===== src/sv/mpwm_ram.sv =====
// Generic single-write, single-read RAM with registered read data.
module mpwm_ram #(
  parameter int WIDTH = 8,
  parameter int DEPTH = 64
) (
  input  logic                     clk,
  input  logic                     wr_en,
  input  logic [$clog2(DEPTH)-1:0] wr_addr,
  input  logic [WIDTH-1:0]         wr_data,
  input  logic [$clog2(DEPTH)-1:0] rd_addr,
  output logic [WIDTH-1:0]         rd_data
);

  logic [WIDTH-1:0] mem [DEPTH];

  always_ff @(posedge clk) begin
    if (wr_en) begin
      mem[wr_addr] <= wr_data;
    end
    rd_data <= mem[rd_addr];
  end

endmodule


===== config.mk =====
export PLATFORM = sky130hd
export DESIGN_NAME = mpwm_ram
export DESIGN_NICKNAME = d
export VERILOG_FILES = /design/src/sv/mpwm_ram.sv
export SDC_FILE = /design/constraint.sdc
export NUM_CORES = 1
export LEC_CHECK = 0
export BUFFER_PORTS_ARGS = -buffer_cell sky130_fd_sc_hd__buf_2
export CORE_MARGIN = 2
export CORE_UTILIZATION = 28
export CTS_CLUSTER_DIAMETER = 80
export CTS_CLUSTER_SIZE = 16
export DETAILED_ROUTE_END_ITERATION = 16
export PLACE_DENSITY = 0.44
export SYNTH_ARGS = -nofsm -noshare
export SYNTH_HDL_FRONTEND = slang
export SYNTH_SLANG_ARGS = --single-unit

===== constraint.sdc =====
create_clock -name clk -period 4.15 [get_ports clk]
set_clock_uncertainty 0.2 [all_clocks]
set_input_delay 1.245 -clock clk [delete_from_list [all_inputs] [get_ports clk]]
set_output_delay 1.245 -clock clk [all_outputs]
set_load 0.005 [all_outputs]

* Word-level counts from Yosys, hierarchy flattened
Memory sizes are Yosys's and may differ from the RTL's. A register that Yosys moved wholly into a read port is not among the register bits.
Cells that the tools add are included.
** Word-level totals
- Flip-flop bits (word level) :: 0
- Bits of input ports :: 22
- Logic and storage cells :: 3
- Memories :: 1
- Bits in writable memories :: 512
** Memory list
- mem :: words 64, width 8, rd ports 1, clocked after Yosys merged registers in 1, wr ports 1, line 14 : logic [WIDTH-1:0] mem [DEPTH];
** Operators by class
- Mux-type cells :: 2
** Operators by type and width (number)
- $mux 1 :: 2

* Depth between registers and ports, before layout
Gate-level depths: netlist of the first run.
- Depth after elaboration :: 2
- Gate-level depth with buffers :: 9

* Least setup slack after synthesis of the first run
Ideal clock, no wire load.
- Kind :: input-to-reg
- Start :: in rd_addr[1]
- End :: reg rd_data[3], read port of mem
- Data arrival time :: 2.785 ns
- Stages :: 7
- Slack :: 1.037 ns
- Cell sequence :: buf_4 -> buf_2 -> buf_2 -> mux4_2 -> mux4_2 -> o21ai_1 -> o41ai_1
** RTL lines
- start: declaration :: line 10 : input logic [$clog2(DEPTH)-1:0] rd_addr,
- end: declaration :: line 11 : output logic [WIDTH-1:0] rd_data

==> metrics.log, run 1 <==
INFO  metric status = finished clean
INFO  metric detailed_place_hpwl = about 33000 um
INFO  metric detailedPlace.worstSlack = about 190 ps
INFO  metric holdBufCountCts = 0
INFO  metric synth_enable_flop_cells = between 500 and 600
INFO  metric grt_setup_unrepaired = no
INFO  metric max_stage_delay = between 500 and 600 ps
INFO  metric die_height = ~270 um
INFO  metric initial_antenna_violation_count = 2
INFO  metric vias_per_cell = around 4.7
INFO  metric die-area = roughly 74000 um^2
INFO  metric gp_congestion = between 0.7 and 0.8
INFO  metric area_delta_synth_final = 15.5%
INFO  metric post-route-period-util = 0.792
INFO  metric route.antenna.remaining_nets = 0
INFO  metric start_util = 0.283
INFO  metric clock_tree.root_cell = sky130_fd_sc_hd__clkbuf_16
INFO  metric vias = between 9000 and 10000
INFO  metric timing.fmax = about 300 MHz
INFO  metric first_global_vias = 10131
INFO  metric ys_ff_latch = 520
INFO  metric yosys.cell_types.count = 40
INFO  metric leakage = 7.25 nW
INFO  metric synth_cells = 940
INFO  metric slowest_stage = sky130_fd_sc_hd__mux4_2
INFO  metric grt_max_degree = 65
INFO  metric hold_viol_final = 0
INFO  metric worst-path-max-fanout = 21
INFO  metric hold_depth = 3
INFO  metric wire_per_inst = ~25 um
INFO  metric rows = between 90 and 100
INFO  metric postCtsResizedCells = 0
INFO  metric crit_required = 4390 ps
INFO  metric setup-tns-final = 0 ps
INFO  metric post_synth.cell_area_avg = 21.5 um^2
INFO  metric critical_path.cell_chain = buf_8 > buf_12 > mux4_2 > mux2_2 > o221a_2 > nor3_1 > o32ai_1
INFO  metric final_period_minus_worst_setup_slack = roughly 3300 ps
INFO  metric clk_transition_reported_paths = ~70 ps
INFO  metric total_routing_usage_reported_by_global_routing = 0.141
INFO  metric seq_area_frac_synth = 0.770
INFO  metric worst_setup_path_start_kind = input pin
INFO  metric timing.hold.worst.class = flip-flop to flip-flop
INFO  metric yosysWarningCount = 0
INFO  metric worst_setup_path_end_kind = flip-flop
INFO  metric post_route_cells_drive_above_1_share = 0.297
INFO  metric power_per_standard_cell_area = about 430 nW/um^2
INFO  metric number_of_nets_in_the_final_layout = 1095
INFO  metric postRouteWirelength = ~52000 um
INFO  metric post_syn_area = around 20000 um^2
INFO  metric cts_made_buffers = 38
INFO  metric synthMostInstantiatedCell = sky130_fd_sc_hd__edfxtp_1
INFO  metric insertedDiodeCount = 0
INFO  metric critical_path_class = input pin to flip-flop
INFO  metric worst_ep_arrival = roughly 3500 ps
INFO  metric top_flip_flop_cell_by_instance_count_after_synthesis = sky130_fd_sc_hd__edfxtp_1
INFO  metric post-synth-top-area-cell = sky130_fd_sc_hd__edfxtp_1
INFO  metric ir_worst_vdd = ~230 uV
INFO  metric max-clock-path-buffers = 3
INFO  metric num_io_pins = 30
INFO  metric r2r.worst_path.cells = 5
INFO  metric netlist.area_leader.share = 0.762
INFO  metric fin_max_slew_vios = 0
INFO  metric cts-htree-levels = 2
INFO  metric synth-async-reset-ratio = 0
INFO  metric die_w = approximately 270 um
INFO  metric tritoncts = done
INFO  metric ys_top_cells_by_area = sky130_fd_sc_hd__edfxtp_1, sky130_fd_sc_hd__mux4_2, sky130_fd_sc_hd__nor2_1
INFO  metric buffer_ports.inserted = 29
INFO  metric globalRouteOverflowTotal = 0
INFO  metric drtPass1Iterations = 5
INFO  metric core_region_area = around 71000 um^2
INFO  metric setup_viol_count_final = 0
INFO  metric postCtsSetupBuffers = 0
INFO  metric finalWorstSetupSlack = 862 ps
INFO  metric number_of_remaining_drc_errors = 0
INFO  metric drt-initial-drc-count = ~870
INFO  metric synthTopCellsByCount = sky130_fd_sc_hd__edfxtp_1, sky130_fd_sc_hd__mux4_2, sky130_fd_sc_hd__nor2_1
INFO  metric worst-slew-pin-transition = 1190 ps
INFO  metric cts.sink_count = 520
INFO  metric clock_insertion_delay_worst_skew = ~570 ps
INFO  metric postSynthNetCount = around 960
INFO  metric grt_pass1_wl = about 75000 um
INFO  metric slew-limit-headroom = 0.208
INFO  metric reported_max_cap_violation_count = 0
placed cells by master (no fill, tap or decap), types with 3 or more instances in the layout:
cell / instances
sky130_fd_sc_hd__edfxtp_1: 512
sky130_fd_sc_hd__mux4_2: 126
sky130_fd_sc_hd__buf_4: 109
sky130_fd_sc_hd__nor2_1: 83
sky130_fd_sc_hd__clkbuf_16: 41
sky130_fd_sc_hd__clkbuf_1: 27
sky130_fd_sc_hd__buf_2: 26
sky130_fd_sc_hd__mux2i_1: 23
sky130_fd_sc_hd__nand2_1: 19
sky130_fd_sc_hd__nor2b_1: 14
sky130_fd_sc_hd__mux2_2: 13
sky130_fd_sc_hd__nand3_1: 13
sky130_fd_sc_hd__o221ai_1: 8
sky130_fd_sc_hd__o22ai_1: 8
sky130_fd_sc_hd__buf_12: 8
sky130_fd_sc_hd__dfxtp_1: 8
sky130_fd_sc_hd__nand2b_1: 7
sky130_fd_sc_hd__nor3_1: 7
sky130_fd_sc_hd__a221oi_1: 6
sky130_fd_sc_hd__a211oi_1: 4
sky130_fd_sc_hd__nand3b_1: 3
sky130_fd_sc_hd__a21oi_1: 3
sky130_fd_sc_hd__a22oi_1: 3
sky130_fd_sc_hd__o2111ai_1: 3
sky130_fd_sc_hd__o2bb2ai_1: 3
flip-flops by register name, indices dropped and copies added, names as in the netlist:
| name | cells |
|---|---|
| mem | 512 |
| rd_data | 8 |
per-layer routing:
metal	vias to the layer above	global-route usage	routed length [um]
li1	4175	-	-
met4	2	0.0327	976
met5	-	0	13
met1	5133	0.202	23900
met3	59	0.0270	2670
met2	230	0.224	24400
power by group:
group	switching [mW]	leakage (nW)	internal, mW	total [mW]
clock network	1.78	0.542	1.85	3.63
registers	0.0240	4.67	5.80	5.83
logic	0.358	2.03	0.226	0.584
total	2.16	7.25	7.88	10.0
cells by family (layout without fill, tap and decap cells):
family	count (synthesis)	in the layout	synth area share
flip-flops	520	520	0.770
multiplexers	162	162	0.159
AND/OR/NAND/NOR	153	153	0.0339
AO/OA/AOI/OAI	54	54	0.0207
buffers and inverters	51	213	0.0157
final cells by class:
type | instances | area, um^2
Clock buffer | 68 | 1130
Clock inverter | 1 | 8.76
Fill cell | 6850 | 48100
Multi-Input combinational cell | 369 | 4320
Sequential cell | 520 | 15500
Tap cell | 950 | 1190
Timing Repair Buffer | 144 | 1120
per-stage QoR:
stage | total power [mW] | cells | util | cell area (um^2) | hold slack (ps)
3_3_place_gp | 6.54 | 1983 | 0.311 | 22200 | 629
3_5_place_dp | 6.55 | 1983 | 0.311 | 22200 | 638
4_1_cts | 10.2 | 2052 | 0.326 | 23300 | 646
6_report | 10.0 | 2052 | 0.326 | 23300 | 651
5_1_grt | 10.4 | 2052 | 0.326 | 23300 | 710
2_1_floorplan | 6.24 | 940 | - | 20200 | 518
path summary, 6_finish.rpt:
kind	from	slack, ps	to
setup reg to reg	mem[24][6]	1780	rd_data[6]
hold / removal	mem[31][4]	650	rd_data[4]
hold reg to reg	mem[31][4]	650	rd_data[4]
setup / recovery	rd_addr[0]	860	rd_data[6]
worst max-delay path, delay by kind of cell:
| family | cells | cell delay [ps] |
|---|---|---|
| simple gates | 1 | 460 |
| mux | 2 | 810 |
| buf+inv | 2 | 510 |
| compound gates | 2 | 460 |
(Power assumes the default switching activity.)
==> run 2: changes to the inputs <==
PLACE_DENSITY = 0.45   (was 0.44)
clock period = 2.95 ns   (was 4.15 ns; I/O delays follow)
==> metrics.log, run 2 (synthesis results as in run 1) <==
INFO  metric grt_setup_unrepaired = no (unchanged)
INFO  metric grt_pass1_wl = 74600 um (was 75200 um)
INFO  metric drtPass1Iterations = 4 (was 5)
INFO  metric critical_path_class = input pin to flip-flop (unchanged)
INFO  metric fin_worst_hold_slack = 464 ps (was 651 ps)
INFO  metric number_of_remaining_drc_errors = 0 (unchanged)
INFO  metric timing.hold.worst.class = input pin to flip-flop (was flip-flop to flip-flop)
INFO  metric vias_per_cell = 4.69 (was 4.68)
INFO  metric cts.sink_count = 520 (unchanged)
INFO  metric status = finished clean (unchanged)
INFO  metric post-route-period-util = 0.931
INFO  metric ff_latch_area = 15500 um^2 (unchanged)
INFO  metric flip_flop_count_of_the_largest_register_after_layout = 512 (unchanged)
INFO  metric number_of_nets_in_the_final_layout = 1153 (was 1095)
INFO  metric power.share.combinational = 0.065 (was 0.058)
INFO  metric buffer_ports.inserted = 29 (unchanged)
INFO  metric placed_cells = 2041 (was 1983)
INFO  metric postCtsSetupBuffers = 0 (unchanged)
INFO  metric fillCellCount = 6789 (was 6850)
INFO  metric setup_viol_count_final = 0 (unchanged)
INFO  metric leakage = 7.54 nW (was 7.25 nW)
INFO  metric reg_with_most_ffs = mem (unchanged)
INFO  metric power_frac_seq = 0.587 (was 0.581)
INFO  metric clock_tree.root_cell = sky130_fd_sc_hd__clkbuf_16 (unchanged)
INFO  metric gp_congestion = 0.784 (was 0.757)
INFO  metric worst-path-max-fanout = 17 (was 21)
INFO  metric num_io_pins = 30 (unchanged)
INFO  metric wire_per_inst = 24.3 um (was 25.3 um)
INFO  metric hold_viol_final = 0 (unchanged)
INFO  metric detailedPlace.worstSlack = -453 ps (was 193 ps)
INFO  metric critical_path.cell_chain = clkbuf_8 > buf_4 > mux4_2 > a2111oi_0 > buf_4 > o41ai_1 (was buf_8 > buf_12 > mux4_2 > mux2_2 > o221a_2 > nor3_1 > o32ai_1)
INFO  metric worst-slew-pin-transition = 768 ps (was 1190 ps)
INFO  metric slowest_stage = sky130_fd_sc_hd__a2111oi_0 (was sky130_fd_sc_hd__mux4_2)
INFO  metric power_per_standard_cell_area = 587 nW/um^2 (was 431 nW/um^2)
INFO  metric holdBufCountCts = 0 (unchanged)
INFO  metric max-clock-path-buffers = 3 (unchanged)
INFO  metric start_util = 0.283 (unchanged)
INFO  metric postCtsResizedCells = 0 (unchanged)
INFO  metric fin_total_pwr = 14.0 mW (was 10.0 mW)
INFO  metric detailed_place_hpwl = 34200 um (was 33300 um)
INFO  metric timing.fmax = 364 MHz
INFO  metric slew-limit-headroom = 0.488 (was 0.208)
INFO  metric worst_ep_arrival = 3000 ps (was 3530 ps)
INFO  metric total_routing_usage_reported_by_global_routing = 0.140 (was 0.141)
INFO  metric grt_max_degree = 65 (unchanged)
INFO  metric finalWorstSetupSlack = 204 ps (was 862 ps)
INFO  metric setup-tns-final = 0 ps (unchanged)
INFO  metric layout_top_registers = mem: 512 flops, rd_data: 8 flops (unchanged)
INFO  metric power.share.switching = 0.214 (was 0.215)
INFO  metric reported_max_cap_violation_count = 0 (unchanged)
INFO  metric globalRouteOverflowTotal = 0 (unchanged)
INFO  metric cts-htree-levels = 2 (unchanged)
INFO  metric rows = 98 (unchanged)
INFO  metric fin_max_slew_vios = 0 (unchanged)
INFO  metric p_sw = 2.98 mW (was 2.16 mW)
INFO  metric route.antenna.remaining_nets = 0 (unchanged)
INFO  metric clk_transition_reported_paths = 70 ps (about the same)
INFO  metric final_period_minus_worst_setup_slack = 2750 ps
INFO  metric layout.cell_area.non_filler = 23800 um^2 (was 23300 um^2)
INFO  metric clock_insertion_delay_worst_skew = 560 ps (was 570 ps)
INFO  metric top_library_cells_by_usage_in_the_layout_fill_and_taps_aside = sky130_fd_sc_hd__edfxtp_1, sky130_fd_sc_hd__buf_4, sky130_fd_sc_hd__mux4_2, sky130_fd_sc_hd__nor2_1, sky130_fd_sc_hd__clkbuf_16 (was sky130_fd_sc_hd__edfxtp_1, sky130_fd_sc_hd__mux4_2, sky130_fd_sc_hd__buf_4, sky130_fd_sc_hd__nor2_1, sky130_fd_sc_hd__clkbuf_16)
INFO  metric vias = 9845 (was 9599)
INFO  metric post_route_cells_drive_above_1_share = 0.336 (was 0.297)
INFO  metric max_stage_delay = 630 ps (was 510 ps)
INFO  metric die_w = 272 um (unchanged)
INFO  metric cts_made_buffers = 38 (unchanged)
INFO  metric non_filler_instance_count_after_layout = 2100 (was 2052)
INFO  metric core_region_area = 71400 um^2 (unchanged)
INFO  metric first_global_vias = 10235 (was 10131)
INFO  metric multi_input_comb_area = 4320 um^2 (unchanged)
INFO  metric drt-initial-drc-count = 736 (was 872)
INFO  metric placed_area = 22700 um^2 (was 22200 um^2)
INFO  metric crit_required = 3210 ps (was 4390 ps)
INFO  metric die-area = 74200 um^2 (unchanged)
INFO  metric internal_power = 11.0 mW (was 7.88 mW)
INFO  metric path_common_cell = sky130_fd_sc_hd__buf_4
INFO  metric ir_worst_vdd = 331 uV (was 231 uV)
INFO  metric final_core_occ = 0.333 (was 0.326)
INFO  metric die_height = 272 um (unchanged)
INFO  metric initial_antenna_violation_count = 5 (was 2)
INFO  metric area_delta_synth_final = 18.0% (was 15.5%)
INFO  metric final_common_cell = sky130_fd_sc_hd__edfxtp_1 (unchanged)
INFO  metric worst_setup_path_start_kind = input pin (unchanged)
INFO  metric worst_setup_path_end_kind = flip-flop (unchanged)
INFO  metric postRouteWirelength = 51000 um (was 51900 um)
INFO  metric tritoncts = done (unchanged)
INFO  metric share_clk_of_total_power = 0.348 (was 0.361)
[run 2: critical path, delay by kind of cell]
family | cells | cell delay [ps]
AOI/OAI and AO/OA | 2 | 700
buffers and inverters | 3 | 820
muxes | 1 | 580
[run 2: power groups by stage]
stage               clock, mW  sequential [mW]  combinational (mW)
detailed placement          0             8.36               0.922
finish                   4.87             8.20               0.902
global route             5.29             8.20               0.969
floorplan                   0             8.35               0.436
CTS                      5.05             8.19               0.924
global placement            0             8.36               0.916
[run 2: area by class of cell]
class / instances / area share
Multi-Input combinational cell: 369 / 0.181
Antenna cell: 3 / 0.000316
Tap cell: 950 / 0.0500
Clock buffer: 53 / 0.0432
Clock inverter: 3 / 0.000894
Timing Repair Buffer: 202 / 0.0713
Sequential cell: 520 / 0.653
[run 2: final timing paths]
| path | start | end | slack, ps | cells after the start |
|---|---|---|---|---|
| setup reg to reg | mem[21][4] | rd_data[4] | 620 | 5 |
| hold / removal | wr_data[3] | mem[58][3] | 460 | 1 |
| hold reg to reg | mem[23][2] | rd_data[2] | 630 | 4 |
| setup / recovery | rd_addr[0] | rd_data[3] | 200 | 6 |
[run 2: routing by layer]
layer  vias up  part of all wire  track usage  wire length, um
met2       203              0.48        0.228            24500
li1       4283                 -            -                -
met1      5291              0.45        0.193            23200
met4         4             0.020       0.0338             1020
met3        64             0.045       0.0264             2270
met5         -           0.00045            0               23
